==> config.mk <==
export PLATFORM = sky130hd
export DESIGN_NAME = dust_density_moving_average_top
export DESIGN_NICKNAME = d
export VERILOG_FILES = /design/src/rtl/core/ddma_pkg.sv /design/src/rtl/core/ddma_ram.sv /design/src/rtl/core/dust_density_moving_average_top.sv
export SDC_FILE = /design/constraint.sdc
export NUM_CORES = 2
export LEC_CHECK = 0
export BUFFER_PORTS_ARGS = -buffer_cell sky130_fd_sc_hd__buf_2
export CORE_UTILIZATION = 40
export CTS_BUF_LIST = sky130_fd_sc_hd__clkbuf_4 sky130_fd_sc_hd__clkbuf_8 sky130_fd_sc_hd__clkbuf_16
export DETAILED_ROUTE_END_ITERATION = 12
export GPL_TIMING_DRIVEN = 1
export SYNTH_ARGS = -nofsm -noshare
export SYNTH_HDL_FRONTEND = slang
export SYNTH_HIERARCHICAL = 1
export SYNTH_SLANG_ARGS = --single-unit
==> constraint.sdc <==
create_clock -name aclk -period 11.95 [get_ports aclk]
set_clock_uncertainty 0.15 [all_clocks]
set_input_delay 2.39 -clock aclk [delete_from_list [all_inputs] [get_ports aclk]]
set_output_delay 2.39 -clock aclk [all_outputs]
set_load 0.005 [all_outputs]
==> src/rtl/core/ddma_pkg.sv <==
// shared widths, register indexes and reset values for the dust density moving average
package ddma_pkg;

    localparam int unsigned CODE_W         = 16;
    localparam int unsigned DENS_W         = 24;
    localparam int unsigned CFG_IDX_W      = 8;
    localparam int unsigned CFG_DATA_W     = 16;
    localparam int unsigned PROD_W         = 2 * CODE_W;
    localparam int unsigned SAMPLE_SHIFT   = 8;

    localparam int unsigned WINDOW_DEFAULT = 100;

    localparam logic [CFG_IDX_W-1:0] CFG_DARK_LEVEL    = CFG_IDX_W'(0);
    localparam logic [CFG_IDX_W-1:0] CFG_DENSITY_SLOPE = CFG_IDX_W'(1);

    localparam logic [CODE_W-1:0] DARK_LEVEL_RESET    = CODE_W'(5200);
    localparam logic [CODE_W-1:0] DENSITY_SLOPE_RESET = CODE_W'(1393);

    localparam logic [DENS_W-1:0] DENS_MAX = {DENS_W{1'b1}};

endpackage

==> src/rtl/core/ddma_ram.sv <==
// generic single-port-write, single-port-read ram with registered read data
module ddma_ram #(
    parameter int unsigned WIDTH = 24,
    parameter int unsigned DEPTH = 100,
    localparam int unsigned AW   = (DEPTH > 1) ? $clog2(DEPTH) : 1
) (
    input  logic             aclk,
    input  logic             we,
    input  logic [AW-1:0]    waddr,
    input  logic [WIDTH-1:0] wdata,
    input  logic             re,
    input  logic [AW-1:0]    raddr,
    output logic [WIDTH-1:0] rdata
);

    logic [WIDTH-1:0] mem [DEPTH];
    logic [WIDTH-1:0] rdata_reg;

    always_ff @(posedge aclk) begin
        if (we) begin
            mem[waddr] <= wdata;
        end
        if (re) begin
            rdata_reg <= mem[raddr];
        end
    end

    assign rdata = rdata_reg;

endmodule

==> src/rtl/core/dust_density_moving_average_top.sv <==
// dust density moving average: dark clamp, slope scaling and boxcar average over a ring
// One raw adc code is taken per beat on the s_ channel and one result beat leaves on the
// m_ channel for it, in order. The block takes a new beat every cycle when not stalled.
// Each beat passes through stages 1 to 3 and the output register, the depth being set by
// the registered read of the sample ring, the slope multiplier and the reciprocal
// multiplier that forms the average. Stalls on m_ready back up stage by stage, so empty
// stages still take beats while a result waits. The ring of WINDOW samples starts out as
// all zeros (per-entry valid bits, no clearing pass), so the average ramps up over the
// first WINDOW samples. Configuration writes (dark level, density slope) are taken every
// cycle and must only be issued while no beat is in flight.
module dust_density_moving_average_top #(
    parameter int unsigned WINDOW = ddma_pkg::WINDOW_DEFAULT
) (
    input  logic                            aclk,
    input  logic                            aresetn,

    input  logic                            s_valid,
    output logic                            s_ready,
    input  logic [ddma_pkg::CODE_W-1:0]     s_raw_code,

    output logic                            m_valid,
    input  logic                            m_ready,
    output logic [ddma_pkg::DENS_W-1:0]     m_sample_density,
    output logic [ddma_pkg::DENS_W-1:0]     m_average_density,

    input  logic                            cfg_valid,
    output logic                            cfg_ready,
    input  logic [ddma_pkg::CFG_IDX_W-1:0]  cfg_index,
    input  logic [ddma_pkg::CFG_DATA_W-1:0] cfg_data
);

    import ddma_pkg::*;

    // ring position and running total widths
    localparam int unsigned L_W    = $clog2(WINDOW);
    localparam int unsigned POS_W  = (WINDOW > 1) ? L_W : 1;
    localparam int unsigned TOT_W  = DENS_W + L_W;
    // exact divide by WINDOW: floor(n * RECIP / 2^SHIFT) == n / WINDOW for n < 2^TOT_W
    localparam int unsigned SHIFT  = TOT_W + L_W;
    localparam int unsigned MULT_W = TOT_W + 1;
    localparam logic [MULT_W-1:0] RECIP =
        MULT_W'(((64'd1 << SHIFT) / 64'(WINDOW)) + 64'd1);
    localparam logic [POS_W-1:0] POS_LAST = POS_W'(WINDOW - 1);
    localparam logic [TOT_W-1:0] TOT_MAX  = TOT_W'(64'(WINDOW) * 64'(DENS_MAX));

    // configuration registers
    logic [CODE_W-1:0] dark_level_reg;
    logic [CODE_W-1:0] density_slope_reg;

    // ring bookkeeping
    logic [POS_W-1:0]  wr_pos_reg;
    logic [POS_W-1:0]  wr_pos_next;
    logic [WINDOW-1:0] entry_vld_reg;
    logic [DENS_W-1:0] ring_rdata;

    // stage 1: input register, ring read in flight
    logic              v1_reg;
    logic [CODE_W-1:0] code1_reg;
    logic [POS_W-1:0]  pos1_reg;
    logic              oldv1_reg;
    logic              fwd1_reg;
    logic [DENS_W-1:0] fwdd1_reg;

    // stage 2: sample and the entry it replaces
    logic              v2_reg;
    logic [DENS_W-1:0] sample2_reg;
    logic [DENS_W-1:0] old2_reg;

    // stage 3: sample, running total holds this beat's total
    logic              v3_reg;
    logic [DENS_W-1:0] sample3_reg;
    logic [TOT_W-1:0]  total_reg;
    logic [TOT_W-1:0]  total_next;

    // output register
    logic              m_valid_reg;
    logic [DENS_W-1:0] m_sample_reg;
    logic [DENS_W-1:0] m_average_reg;

    // handshake chain
    logic ready_out;
    logic ready3;
    logic ready2;
    logic ready1;
    logic acc;
    logic move1;
    logic move2;
    logic move3;

    // datapath
    logic [CODE_W-1:0]       excess1;
    logic [PROD_W-1:0]       product1;
    logic [DENS_W-1:0]       sample1;
    logic [DENS_W-1:0]       old1;
    logic                    fwd_next;
    logic [TOT_W+MULT_W-1:0] avg_prod;

    // each stage moves when it is empty or the next one takes its beat
    assign ready_out = !m_valid_reg || m_ready;
    assign ready3    = !v3_reg || ready_out;
    assign ready2    = !v2_reg || ready3;
    assign ready1    = !v1_reg || ready2;
    assign acc       = s_valid && ready1;
    assign move1     = v1_reg && ready2;
    assign move2     = v2_reg && ready3;
    assign move3     = v3_reg && ready_out;

    assign s_ready   = ready1;
    assign cfg_ready = 1'b1;

    assign wr_pos_next = (wr_pos_reg == POS_LAST) ? '0 : wr_pos_reg + POS_W'(1);

    // same-cycle write of the position being read (only when the window is one entry)
    assign fwd_next = move1 && (pos1_reg == wr_pos_reg);

    // sample ring: read at accept, written when the sample leaves stage 1
    ddma_ram #(
        .WIDTH (DENS_W),
        .DEPTH (WINDOW)
    ) u_ring (
        .aclk  (aclk),
        .we    (move1),
        .waddr (pos1_reg),
        .wdata (sample1),
        .re    (acc),
        .raddr (wr_pos_reg),
        .rdata (ring_rdata)
    );

    // stage 1 math: clamp at dark, scale by slope
    always_comb begin
        excess1  = (code1_reg > dark_level_reg) ? (code1_reg - dark_level_reg) : '0;
        product1 = PROD_W'(excess1) * PROD_W'(density_slope_reg);
        sample1  = product1[SAMPLE_SHIFT +: DENS_W];
        if (fwd1_reg) begin
            old1 = fwdd1_reg;
        end else if (oldv1_reg) begin
            old1 = ring_rdata;
        end else begin
            old1 = '0;
        end
    end

    // total drops the replaced entry and adds the new sample
    assign total_next = total_reg - TOT_W'(old2_reg) + TOT_W'(sample2_reg);

    // average by reciprocal multiply
    assign avg_prod = (TOT_W+MULT_W)'(total_reg) * (TOT_W+MULT_W)'(RECIP);

    // control state
    always_ff @(posedge aclk) begin
        if (!aresetn) begin
            dark_level_reg    <= DARK_LEVEL_RESET;
            density_slope_reg <= DENSITY_SLOPE_RESET;
            wr_pos_reg        <= '0;
            entry_vld_reg     <= '0;
            total_reg         <= '0;
            v1_reg            <= 1'b0;
            v2_reg            <= 1'b0;
            v3_reg            <= 1'b0;
            m_valid_reg       <= 1'b0;
        end else begin
            if (cfg_valid && cfg_ready) begin
                case (cfg_index)
                    CFG_DARK_LEVEL: begin
                        dark_level_reg <= cfg_data;
                    end
                    CFG_DENSITY_SLOPE: begin
                        density_slope_reg <= cfg_data;
                    end
                    default: begin
                    end
                endcase
            end
            if (acc) begin
                wr_pos_reg <= wr_pos_next;
            end
            if (move1) begin
                entry_vld_reg[pos1_reg] <= 1'b1;
            end
            if (move2) begin
                total_reg <= total_next;
            end
            if (ready1) begin
                v1_reg <= s_valid;
            end
            if (ready2) begin
                v2_reg <= v1_reg;
            end
            if (ready3) begin
                v3_reg <= v2_reg;
            end
            if (ready_out) begin
                m_valid_reg <= v3_reg;
            end
        end
    end

    // payload registers
    always_ff @(posedge aclk) begin
        if (acc) begin
            code1_reg <= s_raw_code;
            pos1_reg  <= wr_pos_reg;
            oldv1_reg <= entry_vld_reg[wr_pos_reg];
            fwd1_reg  <= fwd_next;
            fwdd1_reg <= sample1;
        end
        if (move1) begin
            sample2_reg <= sample1;
            old2_reg    <= old1;
        end
        if (move2) begin
            sample3_reg <= sample2_reg;
        end
        if (move3) begin
            m_sample_reg  <= sample3_reg;
            m_average_reg <= avg_prod[SHIFT +: DENS_W];
        end
    end

    assign m_valid           = m_valid_reg;
    assign m_sample_density  = m_sample_reg;
    assign m_average_density = m_average_reg;

    // an empty output register never blocks the input side
    assert property (@(posedge aclk) disable iff (!aresetn)
        !m_valid_reg |-> s_ready)
        else $error("input stalled with empty output register");

    // write position stays inside the ring
    assert property (@(posedge aclk) disable iff (!aresetn)
        wr_pos_reg <= POS_LAST)
        else $error("ring position out of range");

    // running total can never exceed a full window of maximum samples
    assert property (@(posedge aclk) disable iff (!aresetn)
        move2 |=> total_reg <= TOT_MAX)
        else $error("running total underflow or overflow");

endmodule
Yosys cells after proc, flatten, opt, wreduce, memory -nomap -nowiden
Memory sizes are Yosys's and may differ from the RTL's. A register that Yosys moved wholly into a read port is not among the register bits.
Cells that the tools add are included.
{"block": "totals", "word_cells": 61, "regBits": 343, "ram_bits": 2400, "latchBits": 0, "romBits": 0, "n_memories": 1, "out_inout_bits": 51, "inputBits": 45}
{"block": "op_classes", "n_eq_ne": 3, "n_reduce_logical": 17, "n_addsub": 4, "div": 0, "mux": 10, "mul": 2, "bitwise_logic": 1, "shift": 0, "n_lt_le_gt_ge": 4}
{"name": "u_ring.mem", "depth": 100, "width": 24, "rd": 1, "rd_clocked_by_memory_dff": 1, "write_ports": 1, "line": "ddma_ram.sv:16", "rtl": "logic [WIDTH-1:0] mem [DEPTH];"}
{"op": "100-bit bitwise OR", "count": 1}
{"op": "31-bit by 31-bit multiplier with 61-bit output, second input constant", "count": 1}
{"op": "24-bit 2-to-1 mux", "count": 2}
{"op": "16-bit by 16-bit multiplier with 32-bit output", "count": 1}
{"op": "31-bit by 24-bit adder with 31-bit output", "count": 1}
{"op": "31-bit by 24-bit subtractor with 31-bit output", "count": 1}
{"op": "16-bit > comparator", "count": 1}
{"op": "7-bit by 8-bit < comparator with 1-bit output, second input constant", "count": 2}
{"op": "16-bit 2-to-1 mux", "count": 1}
{"op": "16-bit subtractor", "count": 1}
{"op": "8-bit by 1-bit == test with 1-bit output, second input constant", "count": 1}
{"op": "8-bit zero test", "count": 1}
{"op": "7-bit by 1-bit adder with 7-bit output, second input constant", "count": 1}
{"op": "1-bit binary-select mux with 7-bit select", "count": 1}
{"op": "1-bit demux with 7-bit select", "count": 1}
{"op": "7-bit == test", "count": 1}
{"op": "7-bit == test, second input constant", "count": 1}
{"op": "7-bit by 1-bit greater-or-equal comparator with 1-bit output, second input constant", "count": 1}
{"op": "7-bit 2-to-1 mux", "count": 1}
{"op": "1-bit logical AND", "count": 6}
{"op": "1-bit zero test", "count": 4}
{"op": "1-bit logical OR", "count": 4}
{"op": "1-bit 2-to-1 mux", "count": 4}
{"op": "2-bit AND reduction", "count": 2}

Logic depth before layout (Yosys ltp)
{"block": "logic_depth", "depth_word": 7, "depth_mapped": 35, "depth_no_buf": 34}

Hierarchy
Netlist, hierarchy kept.
{"module": "ddma_ram", "area_each_um2": 92513.7, "n_inst": 1, "cells_per_inst": 4088, "seq_area_each_um2": 72789.8}
{"module": "dust_density_moving_average_top", "area_each_um2": 38904.8, "n_inst": 1, "cells_per_inst": 3692, "seq_area_each_um2": 8558.2}

Least setup slack after synthesis
Ideal clock, no wire load.
{"block": "synth_timing", "kind": "reg-to-reg", "startpoint": "register code1_reg[0]", "endpoint": "register fwdd1_reg[23] (data pin)", "synth_period_minus_slack_ps": 11484, "setup_time_ps": 781, "path_stages_with_launch": 36, "t_required_ps": 11019, "arrival_time_ps": 10553, "n_path_buf": 1, "setup_slack_ps": 466, "cell_sequence": "edfxtp_1 inv_1 ha_1 inv_1 fa_1 a21oi_1 o21bai_1 a21oi_1 nor3_1 or2_2 a21o_1 a21oi_1 xor2_1 nor2_1 clkbuf_1 nand2_1 fa_1 fa_1 inv_1 fa_1 fa_1 fa_1 inv_1 fa_1 inv_1 ha_1 a21o_1 a21o_1 a21o_1 a21oi_1 o211ai_1 o2bb2ai_2 a41oi_2 o2111ai_1 a21oi_1 xnor2_1"}
{"block": "synth_via", "elab_chain_cells": 3, "elab_cells_between_ends": 4, "classes_between": "add/sub (1); mul (1); order compare (1); mux (1)"}
{"item": "start: declaration", "line": "dust_density_moving_average_top.sv:58", "rtl": "logic [CODE_W-1:0] code1_reg;"}
{"item": "start signal: assignment", "line": "dust_density_moving_average_top.sv:202", "rtl": "code1_reg <= s_raw_code;"}
{"item": "16-bit subtractor or 16-bit > comparator (tied branches)", "line": "dust_density_moving_average_top.sv:132", "rtl": "excess1 = (code1_reg > dark_level_reg) ? (code1_reg - dark_level_reg) : '0;"}
{"item": "16-bit 2-to-1 mux *", "line": "dust_density_moving_average_top.sv:132"}
{"item": "16-bit by 16-bit multiplier with 32-bit output *", "line": "dust_density_moving_average_top.sv:133", "rtl": "product1 = PROD_W'(excess1) * PROD_W'(density_slope_reg);"}
{"item": "via product1[31]", "line": "dust_density_moving_average_top.sv:92", "rtl": "logic [PROD_W-1:0] product1;"}
{"item": "end signal: assignment", "line": "dust_density_moving_average_top.sv:206", "rtl": "fwdd1_reg <= sample1;"}
{"item": "end: declaration", "line": "dust_density_moving_average_top.sv:62", "rtl": "logic [DENS_W-1:0] fwdd1_reg;"}
The timed path passes the listed nets; every way through them passes the cells marked *.
A chain may end at the register's enable or synchronous reset.

Final worst setup path
{"block": "layout_timing", "startpoint": "register code1_reg[0]", "endpoint": "memory u_ring.mem[95][22] (data pin)"}
{"block": "layout_via", "elab_chain_cells": 3, "elab_cells_between_ends": 4, "classes_between": "add/sub (1); mul (1); order compare (1); mux (1)"}
{"item": "16-bit subtractor or 16-bit > comparator (tied branches)", "line": "dust_density_moving_average_top.sv:132"}
{"item": "16-bit 2-to-1 mux *", "line": "dust_density_moving_average_top.sv:132"}
{"item": "16-bit by 16-bit multiplier with 32-bit output *", "line": "dust_density_moving_average_top.sv:133"}
{"item": "via product1[30]", "line": "dust_density_moving_average_top.sv:92"}
{"item": "end: declaration", "line": "ddma_ram.sv:16"}
Marked as above.

==> flow_summary.yaml <==
worst_setup_path:
  crit_arrival_ps: 11090
  required_ps: 12430
  crit_path_start_kind: "flip-flop"
  critPathMaxStageDelay_ps: 810
  crit_top_cell: "fa_1"
  cp_slowest_cell: "nor2_1"
  crit_type: "flip-flop to flip-flop"
  cp-end-kind: "flip-flop"
  crit_family: "adder cells"
  path_buf_inv: 6
  cp_max_fo: 40
cts:
  clk_pin_slew_ps: 60
  cts.sinks: 2767
  post_cts_resize_count: 0
  h-tree-depth: 5
  cts_root_buf: "clkbuf_16"
  clockBufferDepth: 4
  cts_buffers: 296
  clock_latency_ps: 910
  cts_tree: "yes"
  postCtsHoldBufs: 0
  post_cts_buffers: 0
floorplan:
  start_util_pct: 40.17
  die-area_sq_um: 330800
  rows: 210
  io-pin-count: 96
  die_h_um: 575.2
  core_sq_um: 327100
  die_w_um: 575.2
run:
  drv_cap: 0
logic_synthesis:
  syn_inst: 7780
  synth-main-ff-cell: "edfxtp_1"
  async_flop_share_pct: 0
  synth_warnings: 6
  synth.distinct_cells: 89
  synth_edf_count: 2593
  yosysMostFrequentCell: "edfxtp_1"
  yosys.area.top_type: "edfxtp_1"
  avgSynthCellArea_sq_um: 16.89
  synth.ff_latch_count: 2767
  ys_top_cells_by_area: "edfxtp_1 (59%), mux4_2 (10%), fa_1 (9.0%)"
  synth_fp_nets: 8947
  ys_top_cells_by_count: "edfxtp_1 (2593), inv_1 (819), mux4_2 (599), fa_1 (592), ha_1 (530)"
  syn_area_sq_um: 131400
  ys_seq_area_share_pct: 61.90
  synth_top_area_share_pct: 59.25
global_route:
  grt.total_usage_pct: 21.49
  grt_max_degree: 106
  antenna_found_initial: 16
  grt_pass1_vias: 72950
  grt_first_pass_wirelength_um: 517400
  grt-ovfl-total: 0
sta:
  slew_violations: 0
  fmax_mhz: 94.23
  setup_viol: 0
  tns_ps: 0
  finalHoldViolations: 0
  slew_headroom_pct: 5.230
  layout_min_cycle_time_ps: 10610
  timing.final.crit_share_pct: 88.80
  grt_setup_unrepaired: "false"
  worstMarginPinSlew_ps: 1416
  setup_ws_ps: 1338
place:
  preCtsSetupSlack_ps: 1430
  gp_congestion: 0.8789
  portBuffers: 94
  dp_hpwl_um: 221500
status:
  status: "completed"
routing:
  drtIter0Drc: 7487
  vias_per_cell: 5.632
  post_drt_wl_per_cell_um: 28.13
  drc: 0
  via_count: 71310
  wl_um: 356200
  ant_nets: 0
  drtPass1Iterations: 6
finish:
  area_growth_pct: 12.42
  largest_reg_flops: 2400
  drive_above_1_share_pct: 18.80
  nNetsFinal: 9253
worst_hold_path:
  hp-class: "flip-flop to flip-flop"
==> layout make-up <==
class / instances / area [sq um]
clock buffers: 373 / 8074
flip-flops and latches: 2767 / 81370
diodes: 10 / 25.02
clock inverters: 146 / 1375
multi-input cells: 3873 / 45930
well taps: 4346 / 5438
fillers: 28120 / 179400
inverters: 820 / 3078
repair buffers: 328 / 2455
==> stage by stage <==
stage	util [%]	cell area, sq um	hold slack (ps)	std cells
floorplan	-	131400	250.3	7780
global placement	42.27	138300	256.5	12130
detailed placement	42.27	138300	254.5	12130
CTS	45.16	147700	269.2	12650
global route	45.16	147700	274.9	12660
finish	45.16	147700	268.0	12660
==> final timing paths <==
check	cells past startpoint	slack (ps)	start	to
setup / recovery	34	1340	code1_reg[0]	u_ring/mem[95][22]
hold / removal	0	270	sample3_reg[12]	m_sample_density[12]
setup reg to reg	34	1340	code1_reg[0]	u_ring/mem[95][22]
hold reg to reg	0	270	sample3_reg[12]	m_sample_density[12]
==> cells by family after synthesis <==
kind of cell               Yosys count  share of synthesized area (%)
DFF                               2767                          61.90
other                                1                       0.002853
and+or+nand+nor                   1114                          4.171
xor gates and xnor gates            93                         0.6198
AOI/OAI and AO/OA                  775                          3.935
buffers and inverters             1140                          3.591
adders and majority gates         1122                          14.06
muxes                              768                          11.72
==> layout by cell type, fill, tap and decap left out, types with 167 or more instances in the layout <==
master	Yosys	layout
mux4_2	599	599
nand2_1	320	320
ha_1	530	530
a21oi_1	210	210
fa_1	592	592
dfxtp_1	174	167
inv_1	819	818
edfxtp_1	2593	2593
clkbuf_16	0	300
buf_4	41	217
==> layer usage <==
layer  up-vias  track usage [%]  part of all wire (%)  wire length (um)
met2      2819            34.86                    48            169700
met4         2            5.682                   2.8             10070
li1      29890                -                     -                 -
met3       507            3.636                   7.8             27720
met1     38090            30.08                    42            148700
met5         -                0                0.0020                 7
Power is not shown: default switching activity piles up to over one toggle a cycle in this logic, so the estimate is an artifact.
